$ cat config.mk
export PLATFORM = sky130hd
export DESIGN_NAME = zero_byte_mask_block_decoder
export DESIGN_NICKNAME = d
export VERILOG_FILES = /design/src/rtl/zbm_pkg.sv /design/src/rtl/zbm_ctrl.sv /design/src/rtl/zbm_dpath.sv /design/src/rtl/zero_byte_mask_block_decoder.sv
export SDC_FILE = /design/constraint.sdc
export NUM_CORES = 1
export LEC_CHECK = 0
export BUFFER_PORTS_ARGS = -buffer_cell sky130_fd_sc_hd__buf_2
export CAP_MARGIN = 10
export CORE_ASPECT_RATIO = 0.6
export CORE_MARGIN = 1
export CORE_UTILIZATION = 57
export CTS_BUF_LIST = sky130_fd_sc_hd__clkbuf_16
export DETAILED_ROUTE_END_ITERATION = 16
export GPL_ROUTABILITY_DRIVEN = 0
export GPL_TIMING_DRIVEN = 0
export PLACE_DENSITY = 0.72
export SLEW_MARGIN = 15
export SYNTH_ARGS = -nofsm -noshare
export SYNTH_HDL_FRONTEND = slang
export SYNTH_HIERARCHICAL = 1
export SYNTH_SLANG_ARGS = --single-unit
$ cat constraint.sdc
create_clock -name i_clk -period 6.3 [get_ports i_clk]
set_input_delay 0.63 -clock i_clk [delete_from_list [all_inputs] [get_ports i_clk]]
set_output_delay 0.63 -clock i_clk [all_outputs]
set_load 0.05 [all_outputs]
$ cat src/rtl/zbm_pkg.sv
// shared constants and controller/datapath interface types of the zero-byte-mask decoder
package zbm_pkg;

    // default block length in output bytes (range 1 to 8)
    localparam int ZBM_BLOCK_BYTES = 8;

    // header marker and type bytes
    localparam logic [7:0] HDR_MARK0 = 8'h6D;
    localparam logic [7:0] HDR_MARK1 = 8'h73;
    localparam logic [7:0] HDR_MARK2 = 8'h6B;
    localparam logic [7:0] HDR_TYPE  = 8'h04;

    // header byte indexes
    localparam logic [2:0] HDR_IDX_MARK0 = 3'd0;
    localparam logic [2:0] HDR_IDX_MARK1 = 3'd1;
    localparam logic [2:0] HDR_IDX_MARK2 = 3'd2;
    localparam logic [2:0] HDR_IDX_TYPE  = 3'd3;
    localparam logic [2:0] HDR_IDX_SIZE0 = 3'd4;
    localparam logic [2:0] HDR_IDX_SIZE1 = 3'd5;
    localparam logic [2:0] HDR_IDX_SIZE2 = 3'd6;
    localparam logic [2:0] HDR_IDX_SIZE3 = 3'd7;

    // commands from controller to datapath
    typedef struct packed {
        logic load;   // capture the input byte
        logic step;   // run one decode step
    } t_cmd;

    // status from datapath to controller
    typedef struct packed {
        logic slot_free;  // output register can take a result this cycle
        logic done;       // the current step finishes the item
    } t_stat;

endpackage

$ cat src/rtl/zbm_ctrl.sv
// controller state machine: input handshake and step sequencing
module zbm_ctrl
    import zbm_pkg::*;
(
    input  logic  i_clk,
    input  logic  i_rst_n,
    input  logic  i_valid,
    output logic  o_stall,
    output t_cmd  o_cmd,
    input  t_stat i_stat
);

    typedef enum logic {
        S_IDLE,
        S_PROC
    } t_state;

    t_state r_state;
    t_state n_state;

    // commands
    assign o_cmd.load = i_valid && (r_state == S_IDLE);
    assign o_cmd.step = (r_state == S_PROC) && i_stat.slot_free;
    assign o_stall    = (r_state == S_PROC);

    // next state
    always_comb begin
        n_state = r_state;
        case (r_state)
            S_IDLE: begin
                if (i_valid) begin
                    n_state = S_PROC;
                end
            end
            S_PROC: begin
                if (o_cmd.step && i_stat.done) begin
                    n_state = S_IDLE;
                end
            end
            default: begin
                n_state = S_IDLE;
            end
        endcase
    end

    // state register
    always_ff @(posedge i_clk) begin
        if (!i_rst_n) begin
            r_state <= S_IDLE;
        end else begin
            r_state <= n_state;
        end
    end

endmodule

$ cat src/rtl/zbm_dpath.sv
// datapath: header check, block mask walk, size count and output register
module zbm_dpath
    import zbm_pkg::*;
#(
    parameter int BLOCK_BYTES = ZBM_BLOCK_BYTES
) (
    input  logic       i_clk,
    input  logic       i_rst_n,
    input  t_cmd       i_cmd,
    output t_stat      o_stat,
    input  logic [7:0] i_in_byte,
    input  logic       i_stall,
    output logic       o_valid,
    output logic [7:0] o_out_byte,
    output logic       o_has_byte,
    output logic       o_last_of_run,
    output logic       o_end_of_stream,
    output logic       o_status
);

    localparam logic [31:0] BLK_LEN32 = 32'(BLOCK_BYTES);
    localparam logic [3:0]  BLK_LEN   = 4'(BLOCK_BYTES);

    typedef enum logic [1:0] {
        PH_HEADER,
        PH_MASK,
        PH_DATA,
        PH_ERROR
    } t_phase;

    // decode state
    t_phase      r_phase,  n_phase;
    logic        r_adv,    n_adv;
    logic [2:0]  r_hc,     n_hc;
    logic [31:0] r_size,   n_size;
    logic [7:0]  r_mask,   n_mask;
    logic [3:0]  r_bitpos, n_bitpos;
    logic [3:0]  r_blen,   n_blen;
    logic [7:0]  r_byte,   n_byte;

    // output register
    logic        r_out_valid;
    logic [7:0]  r_out_byte;
    logic        r_out_has;
    logic        r_out_last;
    logic        r_out_end;
    logic        r_out_status;

    // step results
    logic        emit;
    logic        done;
    logic [7:0]  res_byte;
    logic        res_has;
    logic        res_last;
    logic        res_end;
    logic        res_status;

    // helpers
    logic [3:0]  bp_inc;
    logic [31:0] size_dec;
    logic        more_zero;
    logic [31:0] size_hdr;
    logic        hdr_bad;
    logic [3:0]  blen_new;

    assign bp_inc    = r_bitpos + 4'd1;
    assign size_dec  = r_size - 32'd1;
    // another zero follows in this block after the byte being emitted
    assign more_zero = (bp_inc < r_blen) && !r_mask[bp_inc[2:0]];
    assign blen_new  = (r_size >= BLK_LEN32) ? BLK_LEN : r_size[3:0];

    // header byte check and size assembly, little-endian
    always_comb begin
        hdr_bad  = 1'b0;
        size_hdr = r_size;
        case (r_hc)
            HDR_IDX_MARK0: hdr_bad  = (r_byte != HDR_MARK0);
            HDR_IDX_MARK1: hdr_bad  = (r_byte != HDR_MARK1);
            HDR_IDX_MARK2: hdr_bad  = (r_byte != HDR_MARK2);
            HDR_IDX_TYPE:  hdr_bad  = (r_byte != HDR_TYPE);
            HDR_IDX_SIZE0: size_hdr = {24'd0, r_byte};
            HDR_IDX_SIZE1: size_hdr = r_size | {16'd0, r_byte, 8'd0};
            HDR_IDX_SIZE2: size_hdr = r_size | {8'd0, r_byte, 16'd0};
            HDR_IDX_SIZE3: size_hdr = r_size | {r_byte, 24'd0};
            default:       hdr_bad  = 1'b0;
        endcase
    end

    // one decode step
    always_comb begin
        n_phase    = r_phase;
        n_adv      = r_adv;
        n_hc       = r_hc;
        n_size     = r_size;
        n_mask     = r_mask;
        n_bitpos   = r_bitpos;
        n_blen     = r_blen;
        n_byte     = r_byte;
        emit       = 1'b0;
        done       = 1'b0;
        res_byte   = 8'd0;
        res_has    = 1'b0;
        res_last   = 1'b0;
        res_end    = 1'b0;
        res_status = 1'b0;

        if (i_cmd.load) begin
            n_byte = i_in_byte;
        end

        if (i_cmd.step) begin
            if (r_adv) begin
                // walk the block: stop at a set bit or the block end
                if (r_bitpos >= r_blen) begin
                    n_adv = 1'b0;
                    done  = 1'b1;
                    if (r_size == 32'd0) begin
                        n_phase = PH_HEADER;
                        n_hc    = HDR_IDX_MARK0;
                    end else begin
                        n_phase = PH_MASK;
                    end
                end else if (r_mask[r_bitpos[2:0]]) begin
                    n_adv   = 1'b0;
                    n_phase = PH_DATA;
                    done    = 1'b1;
                end else begin
                    emit     = 1'b1;
                    res_has  = 1'b1;
                    res_last = !more_zero;
                    res_end  = !more_zero && (bp_inc >= r_blen) && (size_dec == 32'd0);
                    n_bitpos = bp_inc;
                    n_size   = size_dec;
                end
            end else begin
                case (r_phase)
                    PH_HEADER: begin
                        done   = 1'b1;
                        n_size = size_hdr;
                        if (hdr_bad) begin
                            emit       = 1'b1;
                            res_last   = 1'b1;
                            res_status = 1'b1;
                            n_phase    = PH_ERROR;
                        end else if (r_hc == HDR_IDX_SIZE3) begin
                            n_hc = HDR_IDX_MARK0;
                            if (size_hdr == 32'd0) begin
                                emit     = 1'b1;
                                res_last = 1'b1;
                                res_end  = 1'b1;
                            end else begin
                                n_phase = PH_MASK;
                            end
                        end else begin
                            n_hc = r_hc + 3'd1;
                        end
                    end
                    PH_MASK: begin
                        n_mask   = r_byte;
                        n_bitpos = 4'd0;
                        n_blen   = blen_new;
                        n_adv    = 1'b1;
                    end
                    PH_DATA: begin
                        emit     = 1'b1;
                        res_byte = r_byte;
                        res_has  = 1'b1;
                        res_last = !more_zero;
                        res_end  = !more_zero && (bp_inc >= r_blen) && (size_dec == 32'd0);
                        n_bitpos = bp_inc;
                        n_size   = size_dec;
                        n_adv    = 1'b1;
                    end
                    default: begin
                        // error phase swallows every byte
                        done = 1'b1;
                    end
                endcase
            end
        end
    end

    assign o_stat.slot_free = !r_out_valid || !i_stall;
    assign o_stat.done      = done;

    // decode state registers
    always_ff @(posedge i_clk) begin
        if (!i_rst_n) begin
            r_phase  <= PH_HEADER;
            r_adv    <= 1'b0;
            r_hc     <= HDR_IDX_MARK0;
            r_size   <= 32'd0;
            r_mask   <= 8'd0;
            r_bitpos <= 4'd0;
            r_blen   <= 4'd0;
        end else begin
            r_phase  <= n_phase;
            r_adv    <= n_adv;
            r_hc     <= n_hc;
            r_size   <= n_size;
            r_mask   <= n_mask;
            r_bitpos <= n_bitpos;
            r_blen   <= n_blen;
        end
    end

    // input byte holding register
    always_ff @(posedge i_clk) begin
        r_byte <= n_byte;
    end

    // output register valid
    always_ff @(posedge i_clk) begin
        if (!i_rst_n) begin
            r_out_valid <= 1'b0;
        end else if (emit) begin
            r_out_valid <= 1'b1;
        end else if (!i_stall) begin
            r_out_valid <= 1'b0;
        end
    end

    // output register payload
    always_ff @(posedge i_clk) begin
        if (emit) begin
            r_out_byte   <= res_byte;
            r_out_has    <= res_has;
            r_out_last   <= res_last;
            r_out_end    <= res_end;
            r_out_status <= res_status;
        end
    end

    assign o_valid         = r_out_valid;
    assign o_out_byte      = r_out_byte;
    assign o_has_byte      = r_out_has;
    assign o_last_of_run   = r_out_last;
    assign o_end_of_stream = r_out_end;
    assign o_status        = r_out_status;

    // marker-only results always close the run
    a_marker_last: assert property (@(posedge i_clk) disable iff (!i_rst_n)
        (r_out_valid && !r_out_has) |-> r_out_last)
        else $error("marker result without last_of_run");

    // end of stream only on the final result of a run
    a_end_last: assert property (@(posedge i_clk) disable iff (!i_rst_n)
        (r_out_valid && r_out_end) |-> r_out_last)
        else $error("end_of_stream without last_of_run");

    // block position never runs past the block length
    a_bitpos: assert property (@(posedge i_clk) disable iff (!i_rst_n)
        r_bitpos <= r_blen)
        else $error("bit position beyond block length");

    // an error result locks the decoder in the error phase
    a_error_lock: assert property (@(posedge i_clk) disable iff (!i_rst_n)
        (emit && res_status) |=> (r_phase == PH_ERROR))
        else $error("error result without error phase");

endmodule

$ cat src/rtl/zero_byte_mask_block_decoder.sv
// top level of the zero-byte-mask block decoder
// Decodes a zero-byte-mask stream taken one byte per transfer: an 8-byte header ('m','s','k',
// type 4, 32-bit little-endian size), then per block of up to BLOCK_BYTES output bytes one
// mask byte whose clear bits give zero bytes and whose set bits pass the next literal byte.
// The block handles one input byte at a time and writes at most one result per cycle into
// an output register, so a new byte is taken while the last result still waits. A header
// byte takes its transfer plus one decode step; a mask byte takes its transfer, a load step,
// a walk step for each zero that follows it in the block and a closing step; a literal byte
// takes its transfer, an emit step, a walk step for each zero after it and a closing step.
// Steps wait while the output register is full and stalled. A bad header gives one error result
// and the block then drops all input until reset; a zero size gives one end marker with no byte.
module zero_byte_mask_block_decoder
    import zbm_pkg::*;
#(
    parameter int BLOCK_BYTES = ZBM_BLOCK_BYTES
) (
    input  logic       i_clk,
    input  logic       i_rst_n,
    input  logic       i_valid,
    output logic       o_stall,
    input  logic [7:0] i_in_byte,
    output logic       o_valid,
    input  logic       i_stall,
    output logic [7:0] o_out_byte,
    output logic       o_has_byte,
    output logic       o_last_of_run,
    output logic       o_end_of_stream,
    output logic       o_status
);

    t_cmd  cmd;
    t_stat stat;

    // sequencing
    zbm_ctrl u_ctrl (
        .i_clk   (i_clk),
        .i_rst_n (i_rst_n),
        .i_valid (i_valid),
        .o_stall (o_stall),
        .o_cmd   (cmd),
        .i_stat  (stat)
    );

    // decode datapath
    zbm_dpath #(
        .BLOCK_BYTES (BLOCK_BYTES)
    ) u_dpath (
        .i_clk           (i_clk),
        .i_rst_n         (i_rst_n),
        .i_cmd           (cmd),
        .o_stat          (stat),
        .i_in_byte       (i_in_byte),
        .i_stall         (i_stall),
        .o_valid         (o_valid),
        .o_out_byte      (o_out_byte),
        .o_has_byte      (o_has_byte),
        .o_last_of_run   (o_last_of_run),
        .o_end_of_stream (o_end_of_stream),
        .o_status        (o_status)
    );

endmodule
==> impl_metrics.csv <==
group,metric,value,unit
outcome,status,"finished clean",
logic_synthesis,synth_edf_count,20,
critical_path,cp.arrival,4.04,ns
detailed_routing,first_iter_violations,1486,
critical_path,regToRegStartpoint,"u_dpath/r_hc[1]$_SDFFE_PN0P_",
detailed_routing,via_per_inst,7.118,
logic_synthesis,synth_simple_gate_area_frac,0.2406,
layout,layout.nets,747,
critical_path,endpoint_kind,"flop",
die,dieHeight,77.71,um
timing,clock-skew-final,0.005168,ns
layout,utilization,0.6616,
grt,grt_start_max_net_pins,15,
die,num_rows,27,
timing,slew_violations,0,
layout,drive_gt1_frac,0.1100,
logic_synthesis,synth_top_area_share,0.2059,
critical_path,start_kind,"flop",
timing,hold_viol_final,0,
placed_design,dp_slack,2.581,ns
timing,post-route-period-util,0.6391,
logic_synthesis,synth-seq-area-share,0.3162,
logic_synthesis,synth_fp_nets,711,
die,core,9223,sq um
power_and_ir_drop,ir_drop,0.2132,mV
logic_synthesis,yosys.area_share.adder,0.05055,
timing,finalSetupViolations,0,
grt,gr-usage-all-layers,0.4133,
clocking,clock_path_buffers,2,
timing,maxSlewHeadroom,0.4059,
detailed_routing,drt-total-wl,19890,um
die,die_x,128.2,um
logic_synthesis,synth_top_family_by_area,"compound AO/OA/AOI/OAI gates",
logic_synthesis,synth_cell_types,78,
timing,max_freq,248.3,MHz
timing,whs,0.4612,ns
clocking,clock-root-buffer,"clkbuf_16",
timing,period_minus_slack,4.027,ns
power_and_ir_drop,total_leakage_power,2.357,nW
layout,fill_cells,781,
clocking,cts_tree,"done",
logic_synthesis,yosys.area.top_type,"dfxtp_1",
clocking,cts_made_buffers,9,
timing,tns,0,ns
detailed_routing,ant_nets,0,
grt,antenna_found_initial,0,
critical_path,regToRegSetupSlack,2.27,ns
clocking,insertion_delay,0.34,ns
detailed_routing,wl_per_cell,23.42,um
placed_design,numPortBuffers,25,
critical_path,path_max_fanout,12,
logic_synthesis,ys_ff_latch,76,
detailed_routing,drc_errors,0,
logic_synthesis,synth_async_sr_flop_share,0,
timing,rsz0062_at_grt,"no",
power_and_ir_drop,p_per_area,359.5,nW/um^2
die,start_util,0.5904,
critical_path,worstReg2RegEnd,"u_dpath/o_end_of_stream$_SDFFCE_PN0P_",
placed_design,place_hpwl,14130,um
logic_synthesis,synth-compound-area-share,0.2822,
logic_synthesis,synthTopCellsByArea,"dfxtp_1, edfxtp_1, ha_1, o21ai_0, nand2_1",
logic_synthesis,synthMuxAreaShare,0.02964,
job,maxCapViolCount,0,
die,die_area,9961,sq um
min_path,hold_class,"in2reg",
min_path,hp-start,"i_in_byte[2]",
clocking,clock-sinks,76,
critical_path,crit_type,"reg2reg",
logic_synthesis,post_synth_inst_count,677,
grt,grt_pass1_wl,30710,um
layout,area_growth,12.06,%
critical_path,worstPathRequired,6.31,ns
clocking,cts_hold_buf,0,
clocking,postCtsSetupRepairBufs,0,
critical_path,rr_worst_depth,10,
grt,grt_pass1_vias,5404,
logic_synthesis,synth_area,5445,sq um
logic_synthesis,synth_flop_cell,"dfxtp_1",
critical_path,crit_start,"u_dpath/r_hc[1]$_SDFFE_PN0P_",
die,io_pins,26,
grt,grt_overflow,0,
detailed_routing,drt-pass1-iter-count,7,
timing,fin_ws,2.273,ns
clocking,clk_pin_slew,0.06,ns
clocking,htreeDepth,3,
critical_path,crit_path_end,"u_dpath/o_end_of_stream$_SDFFCE_PN0P_",
logic_synthesis,yosys.area_share.xor_xnor,0.02068,
clocking,cts-resized-gates,0,
placed_design,dpl_cell_area,5733,sq um
timing,worst_pin_slew,0.8878,ns
detailed_routing,via_count,6043,
logic_synthesis,ys_warn_count,6,
logic_synthesis,syn_avg_cell_area,8.043,sq um
layout,stdcell_area,6102,sq um
==> per-stage QoR <==
stage                     power (mW)  cells
after CTS                      2.121    848
after global placement         1.465    832
after floorplan                1.213    677
final                          2.194    849
after global routing           2.256    848
after detailed placement       1.473    832
==> routing by layer <==
metal  global-route usage  vias up  wire length [um]
li1                     -     2579                 -
met1               0.5812     2765              7916
met2               0.5384      582              7332
met3               0.1814      115              3666
met4               0.1588        2               932
met5              0.04813        -                37
==> layout make-up <==
| class | instances | area [sq um] | share of cell area |
|---|---|---|---|
| buffer | 58 | 245.2 | 0.04019 |
| tap | 130 | 162.7 | 0.02666 |
| multi-input combinational | 521 | 3396 | 0.5565 |
| timing repair buffer | 25 | 125.1 | 0.02050 |
| antenna | 1 | 2.502 | 0.0004101 |
| clock inverter | 7 | 141.4 | 0.02317 |
| inverter | 22 | 82.58 | 0.01353 |
| sequential | 76 | 1722 | 0.2821 |
| clock buffer | 9 | 225.2 | 0.03691 |
==> registers in the layout, summed over array words and instances (netlist names), 2 cells and up <==
signal              cells
u_dpath/r_bitpos        4
u_dpath/r_size         32
u_dpath/o_out_byte      8
u_dpath/r_blen          4
u_dpath/r_hc            3
u_dpath/r_phase         2
u_dpath/r_byte          8
u_dpath/r_mask          8
==> worst min-delay path by stage <==
stage	end	depth (start not counted)
after global routing	u_dpath/r_byte[2]$_DFFE_PP_	1
after CTS	u_dpath/r_byte[5]$_DFFE_PP_	1
after floorplan	u_dpath/r_blen[1]$_SDFFE_PN0P_	2
final	u_dpath/r_byte[2]$_DFFE_PP_	1
after global placement	u_dpath/r_blen[2]$_SDFFE_PN0P_	2
after detailed placement	u_dpath/r_mask[0]$_SDFFE_PN0P_	2
==> worst max-delay path: stages (launching register included) <==
cell	delay, ns
dfxtp_1	0.39
ha_1	0.26
ha_1	0.25
or3b_2	0.47
clkbuf_1	0.23
a22oi_1	0.56
nand4_1	0.30
nor4_1	0.34
nand2_1	0.15
o21ai_1	0.33
a31o_2	0.42
==> cells in the mapped netlist (10+ instances only) <==
cell       n
inv_1     22
nand3_1   13
clkbuf_1  50
a21o_1    21
nor4_1    13
ha_1      22
nand2_1   61
o21ai_0   55
a22oi_1   28
edfxtp_1  20
a21boi_0  26
nand4_1   10
nor3_1    22
and3_1    11
nor2_1    48
a21oi_1   39
dfxtp_1   56
nor2b_1   13
==> placed cells by master (no fill, tap or decap), drive strengths merged, types with 23 or more instances in the layout <==
| master | synthesis | layout |
|---|---|---|
| nand2 | 61 | 61 |
| buf | 7 | 32 |
| o21ai | 56 | 56 |
| a21boi | 28 | 28 |
| a21oi | 40 | 40 |
| dfxtp | 56 | 56 |
| inv | 22 | 23 |
| clkbuf | 51 | 60 |
| nor3 | 24 | 24 |
| a22oi | 28 | 28 |
| nor2 | 48 | 48 |
==> logic make-up after synthesis <==
| family | Yosys count |
|---|---|
| compound gates | 231 |
| simple gates | 245 |
| flops | 76 |
| mux | 11 |
| fa+ha+maj | 22 |
| buf+inv | 80 |
| xor+xnor | 12 |
==> report_power, final <==
part / internal (mW) / switching, mW / total [mW]
clock network: 0.427 / 0.216 / 0.643
registers: 0.552 / 0.0483 / 0.600
logic: 0.286 / 0.665 / 0.951
(Power assumes the default switching activity.)
